[config.mk]
export PLATFORM = sky130hd
export DESIGN_NAME = lant_ctrl
export DESIGN_NICKNAME = d
export VERILOG_FILES = /design/src/hdl/lant_pkg.sv /design/src/hdl/lant_ctrl.sv
export SDC_FILE = /design/constraint.sdc
export NUM_CORES = 1
export LEC_CHECK = 0
export CAP_MARGIN = 0
export CELL_PAD_IN_SITES_DETAIL_PLACEMENT = 1
export CELL_PAD_IN_SITES_GLOBAL_PLACEMENT = 1
export CORE_AREA = 2 2 39 41
export CTS_CLUSTER_SIZE = 10
export DETAILED_ROUTE_END_ITERATION = 6
export DIE_AREA = 0 0 41 43
export DONT_BUFFER_PORTS = 1
export PLACE_DENSITY_LB_ADDON = 0.1
export SLEW_MARGIN = 20
export SYNTH_ARGS = -nofsm -noshare
export SYNTH_HDL_FRONTEND = slang
export SYNTH_SLANG_ARGS = --single-unit
export TNS_END_PERCENT = 100
[constraint.sdc]
create_clock -name aclk -period 1.3 [get_ports aclk]
set_input_delay 0.325 -clock aclk [delete_from_list [all_inputs] [get_ports aclk]]
set_output_delay 0.325 -clock aclk [all_outputs]
set_load 0.02 [all_outputs]
[src/hdl/lant_pkg.sv]
package lant_pkg;

    localparam int unsigned CFG_INDEX_W = 3;
    localparam int unsigned CFG_DATA_W  = 7;
    localparam int unsigned IN_DATA_W   = 16;
    localparam int unsigned IN_USER_W   = 2;
    localparam int unsigned OUT_DATA_W  = 16;
    localparam int unsigned POS_W       = 6;

    localparam logic [CFG_INDEX_W-1:0] REG_BOARD_ROWS    = 3'd0;
    localparam logic [CFG_INDEX_W-1:0] REG_BOARD_COLS    = 3'd1;
    localparam logic [CFG_INDEX_W-1:0] REG_START_ROW     = 3'd2;
    localparam logic [CFG_INDEX_W-1:0] REG_START_COL     = 3'd3;
    localparam logic [CFG_INDEX_W-1:0] REG_START_HEADING = 3'd4;

    localparam logic [IN_USER_W-1:0] KIND_WRITE   = 2'd0;
    localparam logic [IN_USER_W-1:0] KIND_STEP    = 2'd1;
    localparam logic [IN_USER_W-1:0] KIND_RESTART = 2'd2;

    localparam logic [1:0] HEAD_NORTH = 2'd0;
    localparam logic [1:0] HEAD_EAST  = 2'd1;
    localparam logic [1:0] HEAD_SOUTH = 2'd2;
    localparam logic [1:0] HEAD_WEST  = 2'd3;

    localparam logic [CFG_DATA_W-1:0] BOARD_SIZE_RESET = 7'd64;

    typedef enum logic [1:0] {
        ST_CLEAR,
        ST_IDLE,
        ST_STEP
    } state_t;

    typedef struct packed {
        logic clr;
        logic acc;
        logic wb;
    } cmd_t;

    typedef struct packed {
        logic clr_last;
        logic in_step;
    } sts_t;

endpackage

[src/hdl/lant_ctrl.sv]
module lant_ctrl (
    input  logic           aclk,
    input  logic           aresetn,
    input  logic           s_tvalid,
    output logic           s_tready,
    output logic           m_tvalid,
    input  logic           m_tready,
    input  lant_pkg::sts_t sts,
    output lant_pkg::cmd_t cmd
);
    import lant_pkg::*;

    state_t state_reg;
    state_t state_next;
    logic   m_valid_reg;
    logic   m_valid_next;

    always_ff @(posedge aclk) begin
        if (!aresetn) begin
            state_reg   <= ST_CLEAR;
            m_valid_reg <= 1'b0;
        end else begin
            state_reg   <= state_next;
            m_valid_reg <= m_valid_next;
        end
    end

    always_comb begin
        state_next   = state_reg;
        s_tready     = 1'b0;
        cmd          = '0;
        m_valid_next = m_valid_reg && !m_tready;
        case (state_reg)
            ST_CLEAR: begin
                cmd.clr = 1'b1;
                if (sts.clr_last) begin
                    state_next = ST_IDLE;
                end
            end
            ST_IDLE: begin
                s_tready = !m_valid_reg || m_tready;
                cmd.acc  = s_tvalid && s_tready;
                if (cmd.acc) begin
                    if (sts.in_step) begin
                        state_next = ST_STEP;
                    end else begin
                        m_valid_next = 1'b1;
                    end
                end
            end
            ST_STEP: begin
                cmd.wb       = 1'b1;
                m_valid_next = 1'b1;
                state_next   = ST_IDLE;
            end
            default: begin
                state_next = ST_CLEAR;
            end
        endcase
    end

    assign m_tvalid = m_valid_reg;

endmodule

* Word level (Yosys, flattened, before mapping)
Index checks and enable logic that the tools add are counted.
** Word-level totals
- Word-level logic and storage cells :: 25
- Bits of input ports :: 6
- Bits in registers :: 3
- Output and inout port bits :: 5
** Cells by class
- Reductions and logical operators :: 7
- Mux-type cells :: 11
- Equality and inequality tests :: 5
** Operator list (count)
- two-way mux 1 bit :: 6
- two-way mux 2 bit :: 3
- != test 2 bit (second input constant) :: 3
- one-hot mux 2 bit (3 select lines) :: 1
- AND reduction 3 bit :: 1
- == test 2 x 1 -> 1 bit (second input constant) :: 1
- == test 2 bit (second input constant) :: 1
- logical AND 1 bit :: 2
- logical NOT 1 bit :: 2
- logical NOT 2 bit :: 1
- one-hot mux 1 bit (2 select lines) :: 1
- logical OR 1 bit :: 1

* Depth between registers and ports, before layout
- Word-level depth :: 5
- Depth in mapped cells :: 6
- Gate-level depth less buffers :: 6

* Worst setup path after synthesis
No wires, ideal clock.
- Path type :: register to register
- From :: reg state_reg[0]
- To :: reg state_reg[1]
- Path buffers :: 0
- Required time :: 1.181 ns
- Stages on the path, launching flop included :: 5
- Clock period less this slack :: 1.244 ns
- Slack :: 0.056 ns
- Library setup time :: 0.119 ns
- Data arrival time :: 1.126 ns
- Cells stage by stage :: dfxtp_1 inv_1 ha_1 and2b_1 o221a_1
** On the way
- Word-level cells in the longest chain between the ends :: 3
- Elaborated cells on any way between the ends :: 8
- Those cells by class :: eq/ne: 5; mux: 1; reduce/logical: 2
** Ends and longest elaborated chain
- start: declaration :: RTL line lant_ctrl.sv:13 : state_t state_reg;
- start signal: assignment :: RTL line lant_ctrl.sv:23 : state_reg <= state_next;
- == test 2 x 1 -> 1 bit or logical NOT 2 bit (tied branches) :: RTL line lant_ctrl.sv:33 : case (state_reg)
- != test 2 bit (no line)
- AND reduction 3 bit (no line)
Parallel ways exist; a longest one is shown, timed or not.
A chain may end at the register's enable or synchronous reset.

==> impl_metrics.tcl <==
set metrics [dict create \
    largest_reg_flops 2 \
    timing.rr.start "state_reg[1]" \
    boundaryPins 11 \
    avgViaCountPerCell 4.30 \
    synth_edf_count 0 \
    fillers 174 \
    multi_input_area_um2 201 \
    clockRootBuffer "clkbuf_4" \
    yosys_warnings 0 \
    violations "negative setup slack" \
    r2r_cells 4 \
    grt-ovfl-total 0 \
    grt_pass1_vias 250 \
    clk_latency_ns 0.24 \
    min_to "state_reg[1]" \
    stdcell_area_um2 388 \
    rows 14 \
    cts_made_buffers 3 \
    path_class "reg2out" \
    leakage_nw 0.172 \
    r2r-end "m_tvalid" \
    internal_power_mw 0.573 \
    antenna_found_initial 0 \
    regArea_um2 65.1 \
    seqPwrFrac_pct 19.5 \
    finalCritPeriodShare_pct 102 \
    synthFlopType "dfxtp_1" \
    worstPathRequired_ns 0.98 \
    startpoint_type "flip-flop" \
    power_density_nw_per_um2 2570 \
    ff2ff_setup_slack_ns 0.07 \
    start_util_pct 17.5 \
    max_freq_mhz 755 \
    rsz0062_at_grt "true" \
    finClkSkew_ns 0.00642 \
    endpoint_kind "primary output" \
    crit_fanout 4 \
    routed_wirelength_um 655 \
    cp.arrival_ns 1.00 \
    swShare_pct 42.4 \
    syn_area_per_cell_um2 9.29 \
    grt_pass1_wl_um 1070 \
    layout_common_cells "buf_4, nor2_1, clkbuf_4" \
    synth_cells 26 \
    drv_cap 0 \
    drc_errors 0 \
    fin_nets 48 \
    vias 228 \
    dp.cells 47 \
    wl_per_cell_um 12.4 \
    cts_max_path_buffers 2 \
    area_growth_pct 60.6 \
    antenna-diode-count 0 \
    place_congestion 0.692 \
    p_sw_mw 0.422 \
    seq_area_frac_synth_pct 24.9 \
    drtIter0Drc 3 \
    maxSlewHeadroom_pct 91.1 \
    die_w_um 41 \
    place_ws_ns 0.0218 \
    grt_max_degree 5 \
    cts.sinks 3 \
    hold_viol_final 0 \
    whs_path_depth 1 \
    synth_cell_types 15 \
    fin_crit_ns 1.33 \
    ys_seq_elements 3 \
    utilization_pct 28.0 \
    grt.total_usage_pct 8.92 \
    stdcell_count 53 \
    die_area_um2 1760 \
    die_h_um 43 \
    synth_area_um2 241 \
    clkTransAtPathRegs_ns 0.04 \
    syn_nets 36 \
    setup_viol 3 \
    place_area_um2 299 \
    ir_worst_vdd_uv 441 \
    port_buffers 0 \
    tightest_slew_ns 0.129 \
    ys_async_sr_fraction_pct 0 \
    hpwl_um 465 \
    tns_ns -0.0580 \
    drive_above_1_share_pct 59.5 \
    h-tree-depth 1 \
    holdCritPathClass "in2reg" \
    mostFrequentLayoutCell "buf_4" \
    fp.coreArea_um2 1380 \
    hp-start "aresetn" \
    outcome "complete, but fails checks" \
    cts_hold_buf 0 \
    ant_nets 0 \
    cts_tree "built" \
    dr.pass1.iters 3 \
    p_comb_share_pct 63.8 \
    setup_slack_ns -0.0252 \
    clock_power_share_pct 16.7 \
    finalPower_mw 0.995 \
    fin_hold_ws_ns 0.220 \
    finalMaxSlewViolations 0 \
]
-- layout make-up --
type | instances | area share (%)
Multi-Input combinational cell | 19 | 51.9
Sequential cell | 3 | 16.8
Inverter | 4 | 3.87
Tap cell | 16 | 5.16
Clock buffer | 4 | 6.77
Timing Repair Buffer | 7 | 15.5
-- what timing repair did --
action / 4_1_cts / 5_1_grt
setup buffers: 1 / 1
endpoints found under the setup margin: 4 / 4
pin swaps: 1 / 0
endpoints found under the hold margin: 0 / 0
gates resized for setup: 16 / 0
-- critical path, cell delays in order, from the launching register on --
cell and delay, ns:
dfxtp_2 0.33, inv_2 0.08, ha_4 0.15, and3_4 0.21
-- synthesized netlist by cell type (all sizes together), types with 2 or more instances --
cell,instances,share of area (%)
nand2,2,3.1
dfxtp,3,25
inv,4,6.2
ha,4,21
nor2,4,7.3
-- power by group through the flow --
stage	clock, mW	combinational [mW]	sequential (mW)
floorplan	0	0.334	0.176
global placement	0	0.497	0.167
detailed placement	0	0.496	0.168
CTS	0.171	0.611	0.193
global route	0.189	0.704	0.200
finish	0.166	0.635	0.194
-- kinds of logic (layout without fill, tap and decap cells) --
family	after synthesis	count (layout)	share of synthesized area [%]
simple gates	10	10	24.4
buf+inv	4	15	6.22
fa+ha+maj	4	4	20.7
flops	3	3	24.9
mux	1	1	4.15
compound gates	4	4	19.7
-- worst max-delay path by stage --
stage                       from      endpoint  slack, ns
CTS                 state_reg[1]        cmd[1]      -0.02
global placement    state_reg[1]  state_reg[1]       0.03
global route        state_reg[1]        cmd[1]      -0.08
detailed placement  state_reg[0]  state_reg[1]       0.02
floorplan           state_reg[0]  state_reg[1]       0.06
finish              state_reg[1]        cmd[1]      -0.03
-- routing by layer --
metal / global-route usage [%] / wire length (um) / up-vias
met5: 0 / 0 / -
met4: 4.00 / 17 / 0
met3: 3.66 / 55 / 3
met2: 14.7 / 328 / 10
met1: 9.27 / 255 / 107
li1: - / - / 108
No activity file was read; power rests on OpenSTA's default activity.
